## src/rtl/kfe_pkg.sv

```systemverilog
`timescale 1ns / 1ps
// ----------------------------------------------------------------------------
// kfe_pkg
// Shared types, register codes and constants of the keyed field extractor.
// ----------------------------------------------------------------------------
package kfe_pkg;

  // Default sizes handed to the top level.
  localparam int unsigned MaxKeyChars   = 12;
  localparam int unsigned MaxValueChars = 4096;

  // Depth of the request queue between front and back.
  localparam int unsigned QueueDepth = 4;

  // Field and register widths.
  localparam int unsigned CharW     = 8;
  localparam int unsigned ValueLenW = 12;
  localparam int unsigned KeyLowW   = 64;
  localparam int unsigned KeyHighW  = 32;
  localparam int unsigned KeyLenW   = 4;
  localparam int unsigned ValueCapW = 13;
  localparam int unsigned CfgAddrW  = 3;
  localparam int unsigned CfgDataW  = 64;

  // Register reset values.
  localparam logic [KeyLenW-1:0]   KeyLenReset   = 4'd3;
  localparam logic [ValueCapW-1:0] ValueCapReset = 13'd64;

  // Characters with a special meaning.
  localparam logic [CharW-1:0] CharNul   = 8'h00;
  localparam logic [CharW-1:0] CharTab   = 8'h09;
  localparam logic [CharW-1:0] CharLf    = 8'h0A;
  localparam logic [CharW-1:0] CharCr    = 8'h0D;
  localparam logic [CharW-1:0] CharSpace = 8'h20;
  localparam logic [CharW-1:0] CharEqual = 8'h3D;

  // Configuration register indexes.
  typedef enum logic [CfgAddrW-1:0] {
    CFG_KEY_LOW      = 3'd0,
    CFG_KEY_HIGH     = 3'd1,
    CFG_KEY_LEN      = 3'd2,
    CFG_VALUE_CAP    = 3'd3,
    CFG_REQ_NONEMPTY = 3'd4
  } cfg_reg_e;

  // Line parsing phase.
  typedef enum logic [1:0] {
    PH_SEARCH = 2'd0,
    PH_VALUE  = 2'd1,
    PH_DONE   = 2'd2
  } phase_e;

  // One request from the front: an optional value character and an optional
  // closing report, in that order.
  typedef struct packed {
    logic                 has_char;
    logic [CharW-1:0]     value_char;
    logic                 finish;
    logic                 found;
    logic [ValueLenW-1:0] value_length;
  } kfe_entry_t;

endpackage

```

## src/rtl/kfe_front.sv

```systemverilog
`timescale 1ns / 1ps
// ----------------------------------------------------------------------------
// kfe_front
// Holds the configuration and the per-line parsing state, and classifies each
// accepted character into a request for the back end.
// ----------------------------------------------------------------------------
module kfe_front #(
  parameter int unsigned MAX_KEY_CHARS   = kfe_pkg::MaxKeyChars,
  parameter int unsigned MAX_VALUE_CHARS = kfe_pkg::MaxValueChars
) (
  input  logic                          clk_i,
  input  logic                          rst_ni,
  input  logic                          cfg_we_i,
  input  logic [kfe_pkg::CfgAddrW-1:0]  cfg_addr_i,
  input  logic [kfe_pkg::CfgDataW-1:0]  cfg_wdata_i,
  input  logic                          accept_i,
  input  logic [kfe_pkg::CharW-1:0]     text_char_i,
  input  logic                          end_of_text_i,
  output logic                          entry_valid_o,
  output kfe_pkg::kfe_entry_t           entry_o
);
  import kfe_pkg::*;

  localparam int unsigned WinDepth    = MAX_KEY_CHARS + 1;
  localparam int unsigned FillW       = $clog2(WinDepth + 1);
  localparam int unsigned SupW        = $clog2(MAX_KEY_CHARS + 1);
  localparam int unsigned CntW        = $clog2(MAX_VALUE_CHARS);
  localparam int unsigned MaxCapBits  = $clog2(MAX_VALUE_CHARS + 1);
  localparam int unsigned CapW        = (MaxCapBits > ValueCapW) ? MaxCapBits : ValueCapW;
  localparam int unsigned SumW        = CapW + 1;

  // Configuration registers.
  logic [KeyLowW-1:0]   key_low_q;
  logic [KeyHighW-1:0]  key_high_q;
  logic [KeyLenW-1:0]   key_len_q;
  logic [ValueCapW-1:0] value_cap_q;
  logic                 req_nonempty_q;

  // Line state.
  logic [CharW-1:0] win_q [WinDepth];
  logic [FillW-1:0] fill_q;
  logic [SupW-1:0]  sup_q, sup_d;
  phase_e           phase_q, phase_d, phase_step;
  logic [CntW-1:0]  count_q, count_d, count_step;

  // Per-character decode.
  logic             is_nul, is_term, is_equal, line_end;
  logic [4:0]       key_len_eff;
  logic [CharW-1:0] key_chars [MAX_KEY_CHARS];
  logic [MAX_KEY_CHARS-1:0] cand, bnd, sel;
  logic             hit, key_bounded, take_key;
  logic [CapW-1:0]  cap_eff;
  logic             cap_hit;
  logic             emit_char;
  logic             found;

  // Configuration writes.
  always_ff @(posedge clk_i or negedge rst_ni) begin
    if (!rst_ni) begin
      key_low_q      <= '0;
      key_high_q     <= '0;
      key_len_q      <= KeyLenReset;
      value_cap_q    <= ValueCapReset;
      req_nonempty_q <= 1'b0;
    end else if (cfg_we_i) begin
      unique case (cfg_reg_e'(cfg_addr_i))
        CFG_KEY_LOW:      key_low_q      <= cfg_wdata_i[KeyLowW-1:0];
        CFG_KEY_HIGH:     key_high_q     <= cfg_wdata_i[KeyHighW-1:0];
        CFG_KEY_LEN:      key_len_q      <= cfg_wdata_i[KeyLenW-1:0];
        CFG_VALUE_CAP:    value_cap_q    <= cfg_wdata_i[ValueCapW-1:0];
        CFG_REQ_NONEMPTY: req_nonempty_q <= cfg_wdata_i[0];
        default: begin
        end
      endcase
    end
  end

  // Character classes.
  assign is_nul   = (text_char_i == CharNul);
  assign is_term  = (text_char_i == CharTab) || (text_char_i == CharCr) ||
                    (text_char_i == CharLf);
  assign is_equal = (text_char_i == CharEqual);
  assign line_end = is_nul || end_of_text_i;

  // Effective key length: zero acts as one, long keys saturate.
  always_comb begin
    if (key_len_q == '0) begin
      key_len_eff = 5'd1;
    end else if ({1'b0, key_len_q} > 5'(MAX_KEY_CHARS)) begin
      key_len_eff = 5'(MAX_KEY_CHARS);
    end else begin
      key_len_eff = {1'b0, key_len_q};
    end
  end

  // Key characters; positions beyond the registers never match text.
  for (genvar i = 0; i < MAX_KEY_CHARS; i++) begin : g_key
    if (i < 8) begin : g_low
      assign key_chars[i] = key_low_q[8*i +: 8];
    end else if (i < 12) begin : g_high
      assign key_chars[i] = key_high_q[8*(i-8) +: 8];
    end else begin : g_none
      assign key_chars[i] = CharNul;
    end
  end

  // Parallel window compare, one comparator set for each possible key length.
  for (genvar kk = 1; kk <= MAX_KEY_CHARS; kk++) begin : g_len
    logic [kk-1:0] eq;
    for (genvar i = 0; i < kk; i++) begin : g_cmp
      assign eq[i] = (win_q[kk-1-i] == key_chars[i]);
    end
    assign cand[kk-1] = (&eq) && (fill_q >= FillW'(kk));
    assign bnd[kk-1]  = (fill_q == FillW'(kk)) || (win_q[kk] == CharTab) ||
                        (win_q[kk] == CharSpace);
    assign sel[kk-1]  = (key_len_eff == 5'(kk));
  end

  assign hit         = |(sel & cand);
  assign key_bounded = |(sel & bnd);
  assign take_key    = (sup_q == '0) && hit && key_bounded && is_equal;

  // Value length limit.
  always_comb begin
    if (req_nonempty_q) begin
      cap_eff = CapW'(MAX_VALUE_CHARS);
    end else if (CapW'(value_cap_q) > CapW'(MAX_VALUE_CHARS)) begin
      cap_eff = CapW'(MAX_VALUE_CHARS);
    end else begin
      cap_eff = CapW'(value_cap_q);
    end
  end
  assign cap_hit = (SumW'(count_q) + SumW'(1)) >= SumW'(cap_eff);

  // Phase after this character, before any end-of-line clear.
  always_comb begin
    phase_step = phase_q;
    if (!is_nul) begin
      unique case (phase_q)
        PH_SEARCH: if (take_key) phase_step = PH_VALUE;
        PH_VALUE:  if (is_term || cap_hit) phase_step = PH_DONE;
        PH_DONE:   phase_step = PH_DONE;
        default:   phase_step = PH_SEARCH;
      endcase
    end
  end

  // Next phase: a line end starts the next line in search.
  always_comb begin
    phase_d = phase_q;
    if (accept_i) begin
      phase_d = line_end ? PH_SEARCH : phase_step;
    end
  end

  // Outputs of the step: value character, counters and the closing report.
  always_comb begin
    emit_char  = !is_nul && (phase_q == PH_VALUE) && !is_term && !cap_hit;
    count_step = emit_char ? CntW'(count_q + 1'b1) : count_q;
    sup_d      = sup_q;
    if (!is_nul && (phase_q == PH_SEARCH)) begin
      if (sup_q != '0) begin
        sup_d = sup_q - 1'b1;
      end else if (hit && !take_key) begin
        sup_d = SupW'(key_len_eff - 5'd1);
      end
    end
    found   = (phase_step != PH_SEARCH) && (!req_nonempty_q || (count_step != '0));
    count_d = count_step;
    if (line_end) begin
      sup_d   = '0;
      count_d = '0;
    end
  end

  // Request toward the queue.
  assign entry_valid_o         = accept_i && (emit_char || line_end);
  assign entry_o.has_char      = emit_char;
  assign entry_o.value_char    = text_char_i;
  assign entry_o.finish        = line_end;
  assign entry_o.found         = found;
  assign entry_o.value_length  = ValueLenW'(count_step);

  // Line state registers.
  always_ff @(posedge clk_i or negedge rst_ni) begin
    if (!rst_ni) begin
      phase_q <= PH_SEARCH;
      sup_q   <= '0;
      count_q <= '0;
      fill_q  <= '0;
    end else if (accept_i) begin
      phase_q <= phase_d;
      sup_q   <= sup_d;
      count_q <= count_d;
      if (line_end) begin
        fill_q <= '0;
      end else if (fill_q < FillW'(WinDepth)) begin
        fill_q <= fill_q + 1'b1;
      end
    end
  end

  // Character window; entries beyond the fill count are never looked at.
  always_ff @(posedge clk_i) begin
    if (accept_i && !is_nul) begin
      win_q[0] <= text_char_i;
      for (int j = 1; j < WinDepth; j++) begin
        win_q[j] <= win_q[j-1];
      end
    end
  end

endmodule

```

## src/rtl/kfe_queue.sv

```systemverilog
`timescale 1ns / 1ps
// ----------------------------------------------------------------------------
// kfe_queue
// Small register queue that carries requests from the front to the back.
// ----------------------------------------------------------------------------
module kfe_queue (
  input  logic                clk_i,
  input  logic                rst_ni,
  input  logic                push_i,
  input  kfe_pkg::kfe_entry_t entry_i,
  input  logic                pop_i,
  output kfe_pkg::kfe_entry_t entry_o,
  output logic                full_o,
  output logic                valid_o
);
  import kfe_pkg::*;

  localparam int unsigned PtrW = (QueueDepth > 1) ? $clog2(QueueDepth) : 1;
  localparam int unsigned CntW = $clog2(QueueDepth + 1);

  kfe_entry_t      mem_q [QueueDepth];
  logic [PtrW-1:0] wr_ptr_q, rd_ptr_q;
  logic [CntW-1:0] count_q;
  logic            do_push, do_pop;

  assign full_o  = (count_q == CntW'(QueueDepth));
  assign valid_o = (count_q != '0);
  assign entry_o = mem_q[rd_ptr_q];
  assign do_push = push_i && !full_o;
  assign do_pop  = pop_i && valid_o;

  // Storage.
  always_ff @(posedge clk_i) begin
    if (do_push) begin
      mem_q[wr_ptr_q] <= entry_i;
    end
  end

  // Pointers and fill count.
  always_ff @(posedge clk_i or negedge rst_ni) begin
    if (!rst_ni) begin
      wr_ptr_q <= '0;
      rd_ptr_q <= '0;
      count_q  <= '0;
    end else begin
      if (do_push) begin
        wr_ptr_q <= (wr_ptr_q == PtrW'(QueueDepth - 1)) ? '0 : wr_ptr_q + 1'b1;
      end
      if (do_pop) begin
        rd_ptr_q <= (rd_ptr_q == PtrW'(QueueDepth - 1)) ? '0 : rd_ptr_q + 1'b1;
      end
      if (do_push && !do_pop) begin
        count_q <= count_q + 1'b1;
      end else if (do_pop && !do_push) begin
        count_q <= count_q - 1'b1;
      end
    end
  end

endmodule

```

## src/rtl/kfe_back.sv

```systemverilog
`timescale 1ns / 1ps
// ----------------------------------------------------------------------------
// kfe_back
// Expands each request into its value character and closing report and
// holds the oldest result on the output ports until it is taken.
// ----------------------------------------------------------------------------
module kfe_back (
  input  logic                             clk_i,
  input  logic                             rst_ni,
  input  logic                             entry_valid_i,
  input  kfe_pkg::kfe_entry_t              entry_i,
  output logic                             entry_pop_o,
  output logic                             empty_o,
  input  logic                             pop_i,
  output logic [kfe_pkg::CharW-1:0]        value_char_o,
  output logic                             found_o,
  output logic [kfe_pkg::ValueLenW-1:0]    value_length_o,
  output logic                             finish_o
);
  import kfe_pkg::*;

  kfe_entry_t cur_q;
  logic       valid_q, char_done_q;
  logic       show_char, take, retire, load;

  assign show_char = cur_q.has_char && !char_done_q;
  assign take      = valid_q && pop_i;
  // A request with both parts stays for a second result.
  assign retire    = take && !(show_char && cur_q.finish);
  assign load      = entry_valid_i && (!valid_q || retire);

  assign entry_pop_o = load;
  assign empty_o     = !valid_q;

  // Result ports.
  assign value_char_o   = show_char ? cur_q.value_char : CharNul;
  assign found_o        = show_char ? 1'b0 : cur_q.found;
  assign value_length_o = show_char ? '0 : cur_q.value_length;
  assign finish_o       = !show_char;

  // Output stage control.
  always_ff @(posedge clk_i or negedge rst_ni) begin
    if (!rst_ni) begin
      valid_q     <= 1'b0;
      char_done_q <= 1'b0;
    end else begin
      if (load) begin
        valid_q     <= 1'b1;
        char_done_q <= 1'b0;
      end else begin
        if (retire) begin
          valid_q <= 1'b0;
        end
        if (take && show_char) begin
          char_done_q <= 1'b1;
        end
      end
    end
  end

  // Output stage payload.
  always_ff @(posedge clk_i) begin
    if (load) begin
      cur_q <= entry_i;
    end
  end

endmodule

```

## src/rtl/keyed_field_extractor_unit.sv

```systemverilog
`timescale 1ns / 1ps
// A result passes the request queue and the output stage register on its way out.
// One character per cycle is accepted while the request queue is not full; results
// leave one per cycle while taken; a value character ending its line gives two.
// The request queue between front and back holds kfe_pkg::QueueDepth requests.
// Reset: asynchronous, active low; clears the line state, the queue and the
// configuration to its defaults (key length 3, value cap 64). No clearing pass.
// ----------------------------------------------------------------------------
// keyed_field_extractor_unit
// Finds a configured key followed by '=' in a character stream and streams
// out the value that follows, closing each line with a found/length report.
// ----------------------------------------------------------------------------
module keyed_field_extractor_unit #(
  parameter int unsigned MAX_KEY_CHARS   = kfe_pkg::MaxKeyChars,
  parameter int unsigned MAX_VALUE_CHARS = kfe_pkg::MaxValueChars
) (
  input  logic                          clk_i,
  input  logic                          rst_ni,
  // Configuration write port.
  input  logic                          cfg_we_i,
  input  logic [kfe_pkg::CfgAddrW-1:0]  cfg_addr_i,
  input  logic [kfe_pkg::CfgDataW-1:0]  cfg_wdata_i,
  // Character input.
  input  logic                          push,
  output logic                          full,
  input  logic [kfe_pkg::CharW-1:0]     text_char_i,
  input  logic                          end_of_text_i,
  // Results.
  output logic                          empty,
  input  logic                          pop,
  output logic [kfe_pkg::CharW-1:0]     value_char_o,
  output logic                          found_o,
  output logic [kfe_pkg::ValueLenW-1:0] value_length_o,
  output logic                          finish_o
);
  import kfe_pkg::*;

  logic       accept;
  logic       fe_valid;
  kfe_entry_t fe_entry;
  kfe_entry_t q_entry;
  logic       q_valid, q_pop;

  assign accept = push && !full;

  // Front: configuration, line state and classification.
  kfe_front #(
    .MAX_KEY_CHARS  (MAX_KEY_CHARS),
    .MAX_VALUE_CHARS(MAX_VALUE_CHARS)
  ) u_front (
    .clk_i         (clk_i),
    .rst_ni        (rst_ni),
    .cfg_we_i      (cfg_we_i),
    .cfg_addr_i    (cfg_addr_i),
    .cfg_wdata_i   (cfg_wdata_i),
    .accept_i      (accept),
    .text_char_i   (text_char_i),
    .end_of_text_i (end_of_text_i),
    .entry_valid_o (fe_valid),
    .entry_o       (fe_entry)
  );

  // Request queue between front and back.
  kfe_queue u_queue (
    .clk_i   (clk_i),
    .rst_ni  (rst_ni),
    .push_i  (fe_valid),
    .entry_i (fe_entry),
    .pop_i   (q_pop),
    .entry_o (q_entry),
    .full_o  (full),
    .valid_o (q_valid)
  );

  // Back: result expansion and output stage.
  kfe_back u_back (
    .clk_i          (clk_i),
    .rst_ni         (rst_ni),
    .entry_valid_i  (q_valid),
    .entry_i        (q_entry),
    .entry_pop_o    (q_pop),
    .empty_o        (empty),
    .pop_i          (pop),
    .value_char_o   (value_char_o),
    .found_o        (found_o),
    .value_length_o (value_length_o),
    .finish_o       (finish_o)
  );

endmodule

```

## config.mk

```make
export PLATFORM = sky130hd
export DESIGN_NAME = keyed_field_extractor_unit
export DESIGN_NICKNAME = d
export VERILOG_FILES = /design/src/rtl/kfe_pkg.sv /design/src/rtl/kfe_front.sv /design/src/rtl/kfe_queue.sv /design/src/rtl/kfe_back.sv /design/src/rtl/keyed_field_extractor_unit.sv
export SDC_FILE = /design/constraint.sdc
export NUM_CORES = 1
export LEC_CHECK = 0
export CAP_MARGIN = 25
export CORE_MARGIN = 2
export CORE_UTILIZATION = 25
export DETAILED_ROUTE_END_ITERATION = 16
export DONT_BUFFER_PORTS = 1
export PLACE_DENSITY = 0.42
export SLEW_MARGIN = 0
export SYNTH_ARGS = -nofsm -noshare
export SYNTH_HDL_FRONTEND = slang
export SYNTH_SLANG_ARGS = --single-unit
```

## constraint.sdc

```tcl
create_clock -name clk_i -period 7.2 [get_ports clk_i]
set_input_delay 0 -clock clk_i [delete_from_list [all_inputs] [get_ports clk_i]]
set_output_delay 0 -clock clk_i [all_outputs]
set_load 0.05 [all_outputs]
```

==> results.ini <==
[outcome]
status=completed

[worst_setup_path]
critPathLaunchType=flip-flop
r2r_slack_ns=2.15
r2r_cells=18
path_max_fanout=10
critPathRequiredTime_ns=7.71
regToRegEndpoint=u_queue.count_q[2]$_DFFE_PN0P_
critPathCaptureType=flip-flop
r2r_start=u_front.count_q[0]$_DFFE_PN0P_
worstSetupPathType=flip-flop to flip-flop
cp.arrival_ns=5.56

[power_and_ir_drop]
p_clk_frac=0.232
switching_share=0.4233
leakagePower_uw=0.008869
p_per_area_nw_per_um2=366.6
ir_worst_vdd_uv=165.5
power_uw=9715
seq_power_share=0.376
power.switching_uw=4112
pwr-share-comb=0.392
p_int_uw=5603

[route]
wire_per_inst_um=33.26
drtPass1Iterations=5
drt-initial-drc-count=1805
drtAntennaViolNets=0
finalWirelength_mm=108.9
drc=0
vias=17330
viasPerCell=5.291

[logic_synthesis]
syn_avg_cell_area_um2=11.20
yosysTopAreaCell=edfxtp_1
netlist_area_um2=22720
synth_top_cell_area_share=0.2895
synth_flop_cell=edfxtp_1
yosys_warnings=0
yosys-top-cells-area=edfxtp_1 (29%), xnor2_1 (20%), dfrtp_1 (16%)
ys_async_sr_fraction=0.3984
synth-edff-count=219
synth_most_common_cell=xnor2_1
synth-seq-cells=364
synth_common_cells=xnor2_1 (509), edfxtp_1 (219), dfrtp_1 (142)
ys_types=76
syn_inst=2028
ys_seq_area_frac=0.4494
mappedNetlistNets=2140

[floorplan]
die_w_um=305.4
dieArea_um2=93290
core_um2=90010
initial_core_util=0.2524
num_io_pins=105
chipHeight_um=305.4
num_rows=110

[worst_hold_path]
worst_hold_path.endpoint=u_front.sup_q[1]$_DFFE_PN0P_
hold_path_depth=5
min_path_type=input pin to flip-flop
min_from=text_char_i[2]

[grt]
grt_pass1_wl_mm=149.1
grt_pass1_vias=17340
grt_util_met3=0.04312
use_met2=0.3694
antenna_found_initial=2
grt_max_degree=146
grtUsageMet1=0.2924
grt_use_total=0.2300
busiest_layer=met2
overflow=0

[timing]
hold_viol=0
slew_viol_final=0
finalClockSkew_ns=0.02083
fin_setup_tns_ns=0
rsz0062_at_grt=no
relSlewSlack=0.2331
fmax_mhz=198.1
worst_pin_slew_ns=1.150
min_period_ns=5.049
finalSetupViolCount=0
period_share=0.7012

[clock_network]
cts.sink_count=364
cts.clk_slew.worst_paths_ns=0.06
cts_root_buffer=clkbuf_16
cts_tree=yes
cts_buffers=42
clock_latency_ns=0.59
clockBufferDepth=3
htree_levels=2

[layout]
nFillCells=9331
area_delta_synth_final_pct=16.65
final_nets=2178
diodes=0
finish.utilization=0.2944
stdcell_count=3275
stdcell_area_um2=26500
final_layout_size_suffix_gt1_frac=0.1482

[place]
placedCellCount=3107
port_buffers=0
gp_congestion=1.037
postPlaceCellArea_um2=24130
dpl.hpwl_mm=76.16

[run]
drv_cap=0

## registers in the layout, summed over array words and instances, names as in the netlist, 2 cells and up
| name | count |
|---|---|
| u_front.phase_q | 2 |
| u_front.value_cap_q | 13 |
| u_front.key_low_q | 64 |
| u_back.cur_q | 23 |
| u_front.fill_q | 4 |
| u_front.sup_q | 4 |
| u_front.count_q | 12 |
| u_queue.wr_ptr_q | 2 |
| u_front.win_q | 104 |
| u_queue.rd_ptr_q | 2 |
| u_queue.mem_q | 92 |
| u_queue.count_q | 3 |
| u_front.key_high_q | 32 |
| u_front.key_len_q | 4 |
## worst max-delay path by stage
stage                                   startpoint                              to  slack [ns]  cells after the start
floorplan           u_queue.count_q[2]$_DFFE_PN0P_   u_front.win_q[0][0]$_DFFE_PP_        0.98                      5
global placement    u_front.count_q[0]$_DFFE_PN0P_   u_queue.mem_q[0][6]$_DFFE_PP_        1.83                     14
detailed placement  u_front.count_q[0]$_DFFE_PN0P_  u_queue.count_q[2]$_DFFE_PN0P_        2.20                     18
CTS                 u_front.count_q[0]$_DFFE_PN0P_  u_queue.count_q[2]$_DFFE_PN0P_        2.16                     18
global route        u_front.count_q[0]$_DFFE_PN0P_  u_queue.count_q[2]$_DFFE_PN0P_        1.88                     18
finish              u_front.count_q[0]$_DFFE_PN0P_  u_queue.count_q[2]$_DFFE_PN0P_        2.15                     18
## cells by family after synthesis
family                   Yosys count  share of synthesized area
XOR/XNOR                         612                     0.2360
AND/OR/NAND/NOR                  497                     0.1245
flip-flops                       364                     0.4494
buffers and inverters            237                    0.04715
AO/OA/AOI/OAI                    158                    0.05029
multiplexers                     129                    0.07529
adder cells (fa/ha/maj)           31                    0.01740
## stage by stage
step	setup WS, ns	hold WS (ns)
3_5_place_dp	2.202	-0.2874
4_1_cts	2.164	0.006490
6_report	2.151	0.03211
2_1_floorplan	0.9821	-0.2956
5_1_grt	1.884	0.07103
3_3_place_gp	1.832	-0.2873
## timing repair
action / in CTS / in global routing
setup buffers: 0 / 0
endpoints found under the hold margin: 342 / 0
resized for setup: 0 / 0
hold buffers: 90 / 0
setup endpoints to repair: 0 / 0
## power by group through the flow
stage,Clock (uW),Combinational (uW),Sequential (uW)
finish,2260,3810,3650
global route,2410,4010,3650
CTS,2330,3770,3610
floorplan,0,2860,2990
global placement,0,3580,3700
detailed placement,0,3680,3650
## cell usage in the layout (no fill, tap or decap), types with 6 or more instances in the layout
master	Yosys	final
and3_1	12	12
xnor2_1	509	509
mux2_2	101	101
a31oi_1	8	8
edfxtp_1	219	219
dlygate4sd3_1	0	89
nor4b_1	8	8
dfrtp_1	142	142
xor2_1	103	103
o21ai_0	36	36
nand4_1	136	136
nand3_1	26	26
o221ai_1	6	6
nor4_1	59	59
or4_1	7	7
nor3_1	19	18
o22ai_1	14	14
and2_1	29	28
nand2b_1	30	30
mux4_2	23	23
clkbuf_8	0	6
ha_1	30	30
nor2_1	49	47
buf_4	12	85
o2111ai_1	9	9
buf_16	0	7
nand3b_1	8	8
inv_1	48	48
nand2_1	76	76
clkbuf_1	63	8
a21oi_1	21	20
nor2b_1	12	12
clkbuf_16	0	42
or3b_2	6	6
a22o_1	10	10
## area by class of cell
class / instances / area (um2) / area share
clock buffer: 56 / 1164 / 0.04391
clock inverter: 21 / 276.5 / 0.01043
inverter: 49 / 183.9 / 0.006941
multi-input combinational: 1427 / 11470 / 0.4328
sequential: 364 / 10210 / 0.3852
tap: 1176 / 1471 / 0.05553
timing repair buffer: 182 / 1727 / 0.06516
## layer usage
layer	share of wire	up-vias	routed length, um
met1	0.41	8890	44380
met2	0.46	895	49700
li1	-	7246	-
met4	0.064	0	6927
met3	0.073	297	7915
met5	0	-	0
## worst max-delay path: stages (launching register included)
cell,delay (ns)
dfrtp_1,0.47
ha_1,0.31
and3_1,0.24
and3_1,0.22
and3_1,0.24
and3_1,0.23
and3_1,0.19
ha_1,0.28
and3_1,0.22
and3_1,0.19
a211oi_2,0.32
o2111ai_4,0.27
a21oi_1,0.60
ha_1,0.31
inv_1,0.07
fa_1,0.38
xor2_1,0.17
nor2_1,0.11
xor2_1,0.15
No activity file was read; power rests on OpenSTA's default activity.
